===== config.mk =====
export PLATFORM = sky130hd
export DESIGN_NAME = pwm_speed_sensor_decode
export DESIGN_NICKNAME = d
export VERILOG_FILES = /design/src/pds_pkg.sv /design/src/pds_div.sv /design/src/pds_dir.sv /design/src/pwm_speed_sensor_decode.sv
export SDC_FILE = /design/constraint.sdc
export NUM_CORES = 1
export LEC_CHECK = 0
export BUFFER_PORTS_ARGS = -buffer_cell sky130_fd_sc_hd__buf_2
export CORE_AREA = 2 2 236 238
export DETAILED_ROUTE_END_ITERATION = 6
export DIE_AREA = 0 0 238 240
export GPL_TIMING_DRIVEN = 0
export PLACE_DENSITY_LB_ADDON = 0.2
export REMOVE_ABC_BUFFERS = 1
export SKIP_CTS_REPAIR_TIMING = 1
export SLEW_MARGIN = 10
export SYNTH_ARGS = -nofsm -noshare
export SYNTH_HDL_FRONTEND = slang
export SYNTH_SLANG_ARGS = --single-unit

===== constraint.sdc =====
create_clock -name clk_i -period 20.1 [get_ports clk_i]
set_clock_uncertainty 0.2 [all_clocks]
set_input_delay 2.01 -clock clk_i [delete_from_list [all_inputs] [get_ports clk_i]]
set_output_delay 2.01 -clock clk_i [all_outputs]
set_load 0.01 [all_outputs]

===== src/pds_pkg.sv =====
// Shared widths, constants and types for the PWM speed sensor decode block.
// No dependencies; imported by every module of the block.
`timescale 1ns / 1ps

package pds_pkg;

  localparam int unsigned CH_W      = 2;
  localparam int unsigned FREQ_W    = 16;
  localparam int unsigned DUTY_W    = 15;
  localparam int unsigned PPR_W     = 8;
  localparam int unsigned SPEED_W   = 16;
  localparam int unsigned DIR_W     = 2;
  localparam int unsigned REG_IDX_W = 2;
  // freq * 240 fits in 24 bits
  localparam int unsigned NUM_W     = SPEED_W + PPR_W;

  // quotient bits resolved per divider stage
  localparam int unsigned DIV_STAGES = 4;
  localparam int unsigned DIV_BITS   = SPEED_W / DIV_STAGES;

  // channel codes
  localparam logic [CH_W-1:0] CH_0       = 2'd0;
  localparam logic [CH_W-1:0] CH_1       = 2'd1;
  localparam logic [CH_W-1:0] CH_2       = 2'd2;
  localparam logic [CH_W-1:0] CH_INVALID = 2'd3;

  // register indexes
  localparam logic [REG_IDX_W-1:0] REG_PPR_CH0 = 2'd0;
  localparam logic [REG_IDX_W-1:0] REG_PPR_CH1 = 2'd1;
  localparam logic [REG_IDX_W-1:0] REG_PPR_CH2 = 2'd2;

  // default pulses per revolution when the register holds zero
  localparam logic [PPR_W-1:0] DEF_PPR_CH0 = 8'd30;
  localparam logic [PPR_W-1:0] DEF_PPR_CH1 = 8'd40;
  localparam logic [PPR_W-1:0] DEF_PPR_CH2 = 8'd89;

  localparam logic [NUM_W-1:0]   RPM_FACTOR = 24'd240;
  localparam logic [DUTY_W-1:0]  DUTY_FULL  = 15'd16384;

  // 1e6 / 64; the other side of the compare carries 16384 / 64 = 256
  localparam int unsigned LHS_W  = 28;
  localparam int unsigned RHS_W  = 24;
  localparam logic [LHS_W-1:0] TIME_K = 28'd15625;

  // pulse time windows, upper bounds exclusive
  localparam logic [RHS_W-1:0] WIN1_LO  = 24'd50;
  localparam logic [RHS_W-1:0] WIN1_END = 24'd71;
  localparam logic [RHS_W-1:0] WIN2_LO  = 24'd102;
  localparam logic [RHS_W-1:0] WIN2_END = 24'd139;

  // direction codes
  localparam logic [DIR_W-1:0] DIR_NONE = 2'd0;
  localparam logic [DIR_W-1:0] DIR_WIN1 = 2'd1;
  localparam logic [DIR_W-1:0] DIR_WIN2 = 2'd2;

  typedef struct packed {
    logic valid;
    logic supplied;
  } pds_ctl_t;

endpackage


===== src/pds_div.sv =====
// Pipelined restoring divider for the speed path: num / den, saturated to 16 bits.
// Depends on pds_pkg. DIV_STAGES register stages, DIV_BITS quotient bits each.
`timescale 1ns / 1ps

module pds_div import pds_pkg::*; (
  input  logic                clk_i,
  input  logic                rst_ni,
  input  pds_ctl_t            ctl_i,
  input  logic [NUM_W-1:0]    num_i,
  input  logic [PPR_W-1:0]    den_i,
  output pds_ctl_t            ctl_o,
  output logic [SPEED_W-1:0]  quo_o
);

  // one restoring step: {quotient bit, new remainder}
  function automatic logic [PPR_W:0] div_step(input logic [PPR_W-1:0] rem,
                                              input logic             nb,
                                              input logic [PPR_W-1:0] den);
    logic [PPR_W:0] t;
    logic [PPR_W:0] diff;
    t    = {rem, nb};
    diff = t - {1'b0, den};
    if (t >= {1'b0, den}) begin
      div_step = {1'b1, diff[PPR_W-1:0]};
    end else begin
      div_step = {1'b0, t[PPR_W-1:0]};
    end
  endfunction

  pds_ctl_t           ctl_in [DIV_STAGES];
  logic [PPR_W-1:0]   rem_in [DIV_STAGES];
  logic [SPEED_W-1:0] low_in [DIV_STAGES];
  logic [SPEED_W-1:0] quo_in [DIV_STAGES];
  logic [PPR_W-1:0]   den_in [DIV_STAGES];
  logic               sat_in [DIV_STAGES];

  pds_ctl_t           ctl_q  [DIV_STAGES];
  logic [PPR_W-1:0]   rem_d  [DIV_STAGES];
  logic [PPR_W-1:0]   rem_q  [DIV_STAGES];
  logic [SPEED_W-1:0] low_d  [DIV_STAGES];
  logic [SPEED_W-1:0] low_q  [DIV_STAGES];
  logic [SPEED_W-1:0] quo_d  [DIV_STAGES];
  logic [SPEED_W-1:0] quo_q  [DIV_STAGES];
  logic [PPR_W-1:0]   den_q  [DIV_STAGES];
  logic               sat_q  [DIV_STAGES];

  for (genvar s = 0; s < DIV_STAGES; s++) begin : g_stage
    if (s == 0) begin : g_first
      // top byte below den means the quotient fits in 16 bits
      assign ctl_in[s] = ctl_i;
      assign rem_in[s] = num_i[NUM_W-1:SPEED_W];
      assign low_in[s] = num_i[SPEED_W-1:0];
      assign quo_in[s] = '0;
      assign den_in[s] = den_i;
      assign sat_in[s] = (num_i[NUM_W-1:SPEED_W] >= den_i);
    end else begin : g_next
      assign ctl_in[s] = ctl_q[s-1];
      assign rem_in[s] = rem_q[s-1];
      assign low_in[s] = low_q[s-1];
      assign quo_in[s] = quo_q[s-1];
      assign den_in[s] = den_q[s-1];
      assign sat_in[s] = sat_q[s-1];
    end

    always_comb begin : p_steps
      logic [PPR_W:0]     st;
      logic [PPR_W-1:0]   r;
      logic [SPEED_W-1:0] l;
      logic [SPEED_W-1:0] q;
      r = rem_in[s];
      l = low_in[s];
      q = quo_in[s];
      for (int j = 0; j < DIV_BITS; j++) begin
        st = div_step(r, l[SPEED_W-1], den_in[s]);
        r  = st[PPR_W-1:0];
        q  = {q[SPEED_W-2:0], st[PPR_W]};
        l  = {l[SPEED_W-2:0], 1'b0};
      end
      rem_d[s] = r;
      low_d[s] = l;
      quo_d[s] = q;
    end

    always_ff @(posedge clk_i or negedge rst_ni) begin
      if (!rst_ni) begin
        ctl_q[s] <= '0;
      end else begin
        ctl_q[s] <= ctl_in[s];
      end
    end

    always_ff @(posedge clk_i) begin
      rem_q[s] <= rem_d[s];
      low_q[s] <= low_d[s];
      quo_q[s] <= quo_d[s];
      den_q[s] <= den_in[s];
      sat_q[s] <= sat_in[s];
    end
  end

  assign ctl_o = ctl_q[DIV_STAGES-1];
  assign quo_o = sat_q[DIV_STAGES-1] ? '1 : quo_q[DIV_STAGES-1];

endmodule


===== src/pds_dir.sv =====
// Direction decode: pulse time windows checked by cross-multiplied compares.
// Depends on pds_pkg. Its delay matches pds_div so the results line up.
`timescale 1ns / 1ps

module pds_dir import pds_pkg::*; (
  input  logic              clk_i,
  input  logic [FREQ_W-1:0] freq_i,
  input  logic [DUTY_W-1:0] span_i,
  output logic [DIR_W-1:0]  dir_o
);

  localparam int unsigned DLY = DIV_STAGES - 2;

  // stage 1: products
  logic [LHS_W-1:0] lhs_q;
  logic [RHS_W-1:0] w1_lo_q, w1_end_q, w2_lo_q, w2_end_q;
  logic             fzero_q;

  always_ff @(posedge clk_i) begin
    lhs_q    <= LHS_W'(span_i) * TIME_K;
    w1_lo_q  <= RHS_W'(freq_i) * WIN1_LO;
    w1_end_q <= RHS_W'(freq_i) * WIN1_END;
    w2_lo_q  <= RHS_W'(freq_i) * WIN2_LO;
    w2_end_q <= RHS_W'(freq_i) * WIN2_END;
    fzero_q  <= (freq_i == '0);
  end

  // stage 2: window compares; freq*bound scaled by 256
  logic [RHS_W+7:0] lhs_x;
  logic             in1, in2;
  logic [DIR_W-1:0] dir_d;
  logic [DIR_W-1:0] dir_q [DLY+1];

  assign lhs_x = (RHS_W+8)'(lhs_q);
  assign in1   = (lhs_x >= {w1_lo_q, 8'd0}) && (lhs_x < {w1_end_q, 8'd0});
  assign in2   = (lhs_x >= {w2_lo_q, 8'd0}) && (lhs_x < {w2_end_q, 8'd0});

  always_comb begin
    priority if (fzero_q) begin
      dir_d = DIR_NONE;
    end else if (in1) begin
      dir_d = DIR_WIN1;
    end else if (in2) begin
      dir_d = DIR_WIN2;
    end else begin
      dir_d = DIR_NONE;
    end
  end

  always_ff @(posedge clk_i) begin
    dir_q[0] <= dir_d;
    for (int i = 1; i <= DLY; i++) begin
      dir_q[i] <= dir_q[i-1];
    end
  end

  assign dir_o = dir_q[DLY];

endmodule


===== src/pwm_speed_sensor_decode.sv =====
// PWM speed sensor decode, top level. Uses pds_pkg, pds_div and pds_dir.
// done_o pulses once the start transfer has passed the input stage and
// the 4-stage speed divider; throughput one item per cycle, with the
// divider resolving 4 quotient bits per stage. busy is held low and the
// receiver cannot stall. Async active-low reset clears the pipeline valid
// bits and the pulses-per-rev registers; no result is lost or repeated.
`timescale 1ns / 1ps

module pwm_speed_sensor_decode import pds_pkg::*; (
  input  logic                 clk_i,
  input  logic                 rst_ni,
  // request side
  input  logic                 start,
  output logic                 busy,
  input  logic [CH_W-1:0]      channel_i,
  input  logic [FREQ_W-1:0]    pulse_freq_i,
  input  logic [DUTY_W-1:0]    duty_count_i,
  // result side, one-cycle strobe
  output logic                 done_o,
  output logic [SPEED_W-1:0]   speed_o,
  output logic [DIR_W-1:0]     direction_o,
  output logic                 supplied_o,
  // configuration write channel
  input  logic                 cfg_valid_i,
  output logic                 cfg_ready_o,
  input  logic [REG_IDX_W-1:0] cfg_index_i,
  input  logic [PPR_W-1:0]     cfg_data_i
);

  // Every stage advances every cycle, so a new request is always taken.
  assign busy        = 1'b0;
  assign cfg_ready_o = 1'b1;

  logic accept;
  assign accept = start && !busy;

  // ------------------------------------------------------------------
  // Pulses-per-revolution registers; writes to an unused index drop.
  // ------------------------------------------------------------------
  logic [PPR_W-1:0] ppr_ch0_q, ppr_ch1_q, ppr_ch2_q;

  always_ff @(posedge clk_i or negedge rst_ni) begin
    if (!rst_ni) begin
      ppr_ch0_q <= '0;
      ppr_ch1_q <= '0;
      ppr_ch2_q <= '0;
    end else if (cfg_valid_i && cfg_ready_o) begin
      unique case (cfg_index_i)
        REG_PPR_CH0: ppr_ch0_q <= cfg_data_i;
        REG_PPR_CH1: ppr_ch1_q <= cfg_data_i;
        REG_PPR_CH2: ppr_ch2_q <= cfg_data_i;
        default: ;
      endcase
    end
  end

  // ------------------------------------------------------------------
  // Input stage: pick the divisor, form freq*240 and the low-time span.
  // ------------------------------------------------------------------
  logic [PPR_W-1:0]  ppr_eff;
  logic [DUTY_W-1:0] duty_clamped;
  logic [DUTY_W-1:0] span;
  logic [NUM_W-1:0]  num;

  always_comb begin
    unique case (channel_i)
      CH_0:    ppr_eff = (ppr_ch0_q == '0) ? DEF_PPR_CH0 : ppr_ch0_q;
      CH_1:    ppr_eff = (ppr_ch1_q == '0) ? DEF_PPR_CH1 : ppr_ch1_q;
      CH_2:    ppr_eff = (ppr_ch2_q == '0) ? DEF_PPR_CH2 : ppr_ch2_q;
      // invalid channel: any nonzero divisor, result is masked later
      default: ppr_eff = DEF_PPR_CH2;
    endcase
  end

  // duty above full scale counts as full scale (zero low time)
  assign duty_clamped = (duty_count_i > DUTY_FULL) ? DUTY_FULL : duty_count_i;
  assign span         = DUTY_FULL - duty_clamped;
  assign num          = NUM_W'(pulse_freq_i) * RPM_FACTOR;

  pds_ctl_t          ctl_a_q;
  logic [NUM_W-1:0]  num_a_q;
  logic [PPR_W-1:0]  ppr_a_q;
  logic [FREQ_W-1:0] freq_a_q;
  logic [DUTY_W-1:0] span_a_q;

  always_ff @(posedge clk_i or negedge rst_ni) begin
    if (!rst_ni) begin
      ctl_a_q <= '0;
    end else begin
      ctl_a_q.valid    <= accept;
      ctl_a_q.supplied <= (channel_i != CH_INVALID);
    end
  end

  always_ff @(posedge clk_i) begin
    num_a_q  <= num;
    ppr_a_q  <= ppr_eff;
    freq_a_q <= pulse_freq_i;
    span_a_q <= span;
  end

  // ------------------------------------------------------------------
  // Speed divider and direction decode run side by side, same latency.
  // ------------------------------------------------------------------
  pds_ctl_t           ctl_out;
  logic [SPEED_W-1:0] quo;
  logic [DIR_W-1:0]   dir;

  pds_div u_div (
    .clk_i  (clk_i),
    .rst_ni (rst_ni),
    .ctl_i  (ctl_a_q),
    .num_i  (num_a_q),
    .den_i  (ppr_a_q),
    .ctl_o  (ctl_out),
    .quo_o  (quo)
  );

  pds_dir u_dir (
    .clk_i  (clk_i),
    .freq_i (freq_a_q),
    .span_i (span_a_q),
    .dir_o  (dir)
  );

  // Invalid channel reports zero speed, no direction and supplied low.
  assign done_o      = ctl_out.valid;
  assign supplied_o  = ctl_out.supplied;
  assign speed_o     = ctl_out.supplied ? quo : '0;
  assign direction_o = ctl_out.supplied ? dir : DIR_NONE;

endmodule

==> results of run 1 <==
[cell families (layout without fill, tap and decap cells)]
kind of cell / Yosys count / count (layout) / synth area share
simple gates: 495 / 495 / 0.0951
xor+xnor: 181 / 181 / 0.0588
mux: 92 / 92 / 0.0384
flops: 314 / 314 / 0.240
compound gates: 605 / 605 / 0.147
buf+inv: 457 / 563 / 0.0646
other cells: 2 / 7 / 0.000279
fa+ha+maj: 662 / 662 / 0.356
[layout by cell type, fill, tap and decap left out, drive strengths merged, types with 8 or more instances in the layout]
| cell type | count |
|---|---|
| a211oi | 25 |
| a21boi | 9 |
| a21o | 77 |
| a21oi | 153 |
| a221o | 8 |
| a31oi | 19 |
| and2 | 17 |
| and3 | 9 |
| buf | 66 |
| clkbuf | 45 |
| clkinv | 9 |
| dfrtp | 34 |
| dfxtp | 280 |
| fa | 174 |
| ha | 488 |
| inv | 435 |
| mux2 | 75 |
| mux2i | 17 |
| nand2 | 81 |
| nand2b | 37 |
| nand3 | 37 |
| nand4 | 28 |
| nor2 | 120 |
| nor2b | 41 |
| nor3 | 47 |
| nor3b | 10 |
| nor4 | 10 |
| o211ai | 14 |
| o21a | 45 |
| o21ai | 142 |
| o21bai | 22 |
| o31ai | 18 |
| o41ai | 9 |
| or2 | 16 |
| or3 | 14 |
| xnor2 | 132 |
| xor2 | 49 |
[synth_stat cells, types with 13 or more instances]
cell	n
o21bai_1	22
a21o_1	77
mux2i_1	17
inv_1	429
o31ai_1	17
mux2_2	68
nor3_1	46
a21oi_1	152
or3_1	14
dfxtp_1	280
a211oi_1	25
nand2b_1	37
clkbuf_1	14
nor2b_1	41
and2_1	17
nand4_1	28
nand2_1	81
xnor2_1	132
fa_1	174
nor2_1	120
o211ai_1	13
o21a_1	45
ha_1	488
xor2_1	49
a31oi_1	18
nand3_1	37
o21ai_0	137
dfrtp_1	34
or2_2	16
[final timing paths]
kind / cells after the start / slack [ns] / startpoint / to
max: 37 / 9.56 / u_div.den_q[0][1] / u_div.rem_q[1][2]
min: 0 / 0.12 / u_dir.dir_q[0][0] / u_dir.dir_q[0][2]
max reg2reg: 37 / 9.56 / u_div.den_q[0][1] / u_div.rem_q[1][2]
min reg2reg: 0 / 0.12 / u_dir.dir_q[0][0] / u_dir.dir_q[0][2]
max in group asynchronous: 1 / 17.91 / rst_ni / u_div.ctl_in[0]
min in group asynchronous: 1 / 1.31 / rst_ni / u_div.ctl_in[4]
[layer usage]
| layer | global-route usage | wire (um) | vias up |
|---|---|---|---|
| li1 | - | - | 9897 |
| met1 | 0.283 | 27900 | 9571 |
| met2 | 0.368 | 28500 | 330 |
| met3 | 0.0268 | 2160 | 93 |
| met4 | 0.0689 | 1760 | 2 |
| met5 | 0 | 10 | - |
[state kept, by name, summed over array words and instances (netlist names), 11 cells and up]
name	cells
freq_a_q	16
num_a_q	19
span_a_q	15
u_dir.lhs_q	28
u_dir.w1_end_q	21
u_dir.w1_lo_q	20
u_dir.w2_end_q	24
u_dir.w2_lo_q	19
u_div.den_q	24
u_div.low_q	11
u_div.quo_q	40
u_div.rem_q	24
[worst max-delay path, delay by kind of cell, from the launching register on]
| kind | cells | cell delay (ns) |
|---|---|---|
| fa+ha+maj | 4 | 1.23 |
| mux | 1 | 0.45 |
| buf+inv | 5 | 0.65 |
| simple gates | 8 | 1.56 |
| compound gates | 19 | 5.87 |
| flops | 1 | 0.46 |
[metrics by stage]
step | std cells | setup WS, ns | utilization | cell area, um2 | hold slack [ns]
2_1_floorplan | 2784 | 11.40 | - | 26800 | 0.110
3_3_place_gp | 3554 | 9.76 | 0.513 | 28000 | 0.110
3_5_place_dp | 3554 | 9.68 | 0.513 | 28000 | 0.112
4_1_cts | 3618 | 9.62 | 0.535 | 29300 | 0.124
5_1_grt | 3618 | 8.70 | 0.536 | 29300 | 0.130
6_report | 3623 | 9.56 | 0.536 | 29300 | 0.123
[layout make-up]
| cell class | count | area, um2 | area share |
|---|---|---|---|
| antenna | 5 | 12.5 | 0.000427 |
| clock buffer | 45 | 1030 | 0.0351 |
| clock inverter | 19 | 195 | 0.00666 |
| inverter | 433 | 1630 | 0.0555 |
| multi-input combinational | 2037 | 18800 | 0.640 |
| sequential | 314 | 6460 | 0.220 |
| tap | 704 | 881 | 0.0301 |
| timing repair buffer | 66 | 330 | 0.0113 |
==> out/results.ini, run 1 <==
[route]
routed_wire_length_per_instance_um=16.6
drt_iter0_markers=964
drc=0
drt_first_pass_iters=6
drt-total-wl_um=60300
num_vias=19893
ant_nets=0
via_per_inst=5.49

[grt]
antenna_found_initial=1
grt-ovfl-total=0
grt_start_max_net_pins=35
grt_pass1_vias=19877
grt_pass1_wl_um=98900
grt_use_total=0.215

[yosys]
yosys_warnings=0
synthArstFlopShare=0.108
seq_area_frac_synth=0.240
synth_top_area_frac=0.227
synth_area_per_cell_um2=9.59
synth_edf_count=0
synth_ff_type=dfxtp_1
yosys.area.top_type=ha_1
synth_cell_types=82
netlist_area_mm2=0.0269
synth_area_leaders=ha_1 (23%), dfxtp_1 (21%), fa_1 (13%)
synthCells=2808
ys_ff_latch=314

[setup_path]
slowest_delay_ns=0.81
endpoint_kind=register
required_ns=20.33
crit_arrival_ns=10.77
critPathKind=register to register
cpMaxStageDelayCell=a311oi_2
cp_max_fo=12
start_kind=register

[clocking]
cts_root_buf=clkbuf_16
cts_tree=built
h-tree-depth=2
clk_latency_ns=0.56
cts.reportedPaths.clkPinSlew_ns=0.06
cts.sinks=314
cts_buffers=37
clk_path_buf_depth=3

[floorplan]
ios=69
die_width_um=238
die_y_um=240
start_util=0.493
dieArea_mm2=0.0571
fp.coreArea_mm2=0.0547
fp-row-count=86

[timing]
rsz0062_at_grt=no
maxSlewViolCount=0
min_period_over_period=0.524
tns_ns=0
clock.fmax_mhz=94.9
hold_viol=0
tightest_slew_ns=1.07
slew_headroom=0.288
setup_violations=0
min_period_ns=10.54

[layout]
area_delta_synth_final_pct=8.70
nNetsFinal=3598
fillCellCount=4956
drive_above_1_share=0.0820

[worst_hold_path]
hp-class=register to register

[placement]
hpwl_um=49600
gp_congestion=0.905
port_buffers=66

[flow_run]
cap_violations=0

[outcome]
status=complete, no violations

Power of run 1 is left out: the tool's default activity adds up to more than one toggle a clock period on the data nets, which glitch-free logic cannot reach.
==> run 2, diff against run 1 <==
Settings changed: ABC_AREA set to 1, CORE_AREA 2 2 236 238 to 2 2 238 240, DIE_AREA 0 0 238 240 to 0 0 240 242.
Clock period 20.1 ns to 8.8 ns, I/O delays scaled along.
==> run 2 against run 1 <==
Final cell count is 15% higher. Flip-flop and latch count stayed put. Worst hold slack worse by 0.010 ns. First-iteration DRC count is 11% higher. Area after synthesis is 2.5% higher. Sequential share of layout area is 0.58 points lower. Wire length is 9.4% higher. Setup slack worse by 8.7 ns. Non-clock buffer count stayed put. Critical path depth is 1 higher. Highest routed layer unchanged. Critical path type unchanged. Register-to-register slack worse by 8.7 ns. Core utilization is 0.40 points higher.
==> out/results.ini, run 2 <==
[flow_run]
cap_violations=0

[floorplan]
ios=69
dieArea_mm2=0.0581
die_y_um=242
start_util=0.495
fp.coreArea_mm2=0.0557
fp-row-count=87
die_width_um=240

[yosys]
synth_top_area_frac=0.221
synth.most_common_cell=inv_1
yosys.area.top_type=ha_1
ys_ff_latch=314
seq_area_frac_synth=0.234
synth_ff_type=dfxtp_1
synthArstFlopShare=0.108
netlist_area_mm2=0.0276
synth_area_leaders=ha_1 (22%), dfxtp_1 (20%), fa_1 (13%)
synth_cell_types=68
yosys_warnings=0
synth_area_per_cell_um2=8.40
synthCells=3287
synth_edf_count=0
synth_commonest_cells=inv_1 (559), nand2_1 (516), ha_1 (488)

[setup_path]
cpMaxStageDelayCell=o21ai_0
cp_max_fo=12
required_ns=9.07
critical_path.top_delay_family=compound AO/OA/AOI/OAI gates
path_common_cell=nand2_1
crit_arrival_ns=8.25
critPathKind=register to register
critPathBufInv=5
start_kind=register
slowest_delay_ns=0.56
timing.rr.start=ppr_a_q[1]
endpoint_kind=register
crit_start=ppr_a_q[1]

[layout]
largest_reg_flops=40
nNetsFinal=4084
final_cell_mix=inv_1 (559), nand2_1 (516), ha_1 (488)
top_register=u_div.quo_q
area_delta_synth_final_pct=8.97
drive_above_1_share=0.0679
fillCellCount=5214
reg.largest.list=u_div.quo_q: 40 flops, u_dir.lhs_q: 28 flops
layout_commonest_cell=inv_1

[route]
drt-total-wl_um=66000
routed_wire_length_per_instance_um=15.9
via_per_inst=5.20
ant_nets=0
drc=0
num_vias=21643
drt_iter0_markers=1067
drt_first_pass_iters=7

[timing]
tightest_slew_ns=0.887
clock.fmax_mhz=125
slew_headroom=0.401
rsz0062_at_grt=no
min_period_over_period=0.907
maxSlewViolCount=0
tns_ns=0
setup_violations=0
min_period_ns=7.98
hold_viol=0

[grt]
grt_pass1_wl_um=109000
grt_pass1_vias=21843
grt-ovfl-total=0
grt_start_max_net_pins=35
grt_use_total=0.232
antenna_found_initial=5

[placement]
hpwl_um=54300
gp_congestion=0.935
port_buffers=66

[worst_hold_path]
hold_start=u_div.low_q[0][6]
hp-class=register to register

[clocking]
clk_path_buf_depth=3
cts_root_buf=clkbuf_16
cts_tree=built
cts.sinks=314
h-tree-depth=2
cts.reportedPaths.clkPinSlew_ns=0.06
cts_buffers=39
clk_latency_ns=0.58

[outcome]
status=complete, no violations

-- run 2: per-layer routing --
metal / vias up / part of all wire / track usage
met1: 10182 / 0.47 / 0.314
met2: 429 / 0.47 / 0.392
met5: - / 0.00021 / 0
met4: 4 / 0.022 / 0.0586
li1: 10939 / - / -
met3: 89 / 0.045 / 0.0291
-- run 2: metrics by stage --
| stage | instance area, um2 | util | instances | hold slack, ns | setup WS (ns) |
|---|---|---|---|---|---|
| 4_1_cts | 30100 | 0.540 | 4157 | 0.123 | 0.841 |
| 2_1_floorplan | 27500 | - | 3268 | 0.110 | 2.45 |
| 6_report | 30100 | 0.540 | 4159 | 0.113 | 0.820 |
| 3_3_place_gp | 28700 | 0.516 | 4090 | 0.112 | 0.933 |
| 5_1_grt | 30100 | 0.540 | 4159 | 0.122 | 0.101 |
| 3_5_place_dp | 28700 | 0.516 | 4090 | 0.112 | 0.863 |
-- run 2: layout make-up --
cell class | count | area (um2) | area share
antenna | 2 | 5.00 | 0.000166
clock buffer | 48 | 1080 | 0.0360
clock inverter | 19 | 249 | 0.00828
inverter | 575 | 2170 | 0.0720
multi-input combinational | 2379 | 18800 | 0.627
sequential | 314 | 6460 | 0.215
tap | 756 | 946 | 0.0314
timing repair buffer | 66 | 330 | 0.0110
-- run 2: worst paths after layout --
| path | endpoint | slack [ns] | depth (start not counted) |
|---|---|---|---|
| max reg2reg | u_div.rem_q[0][4] | 0.82 | 38 |
| min reg2reg | u_div.low_q[1][10] | 0.11 | 0 |
| min in group asynchronous | ppr_ch0_q[3] | 0.15 | 1 |
| max | u_div.rem_q[0][4] | 0.82 | 38 |
| min | u_div.low_q[1][10] | 0.11 | 0 |
| max in group asynchronous | ppr_ch0_q[5] | 7.77 | 1 |
-- run 2: kinds of logic (layout without fill, tap and decap cells) --
| kind of cell | Yosys count | in the layout | share of synthesized area |
|---|---|---|---|
| simple gates | 1002 | 1002 | 0.166 |
| fa+ha+maj | 662 | 662 | 0.347 |
| buf+inv | 594 | 708 | 0.0834 |
| compound gates | 513 | 513 | 0.105 |
| flops | 314 | 314 | 0.234 |
| xor+xnor | 200 | 200 | 0.0635 |
| other cells | 2 | 4 | 0.000272 |
Power of run 2 is left out for the same reason.
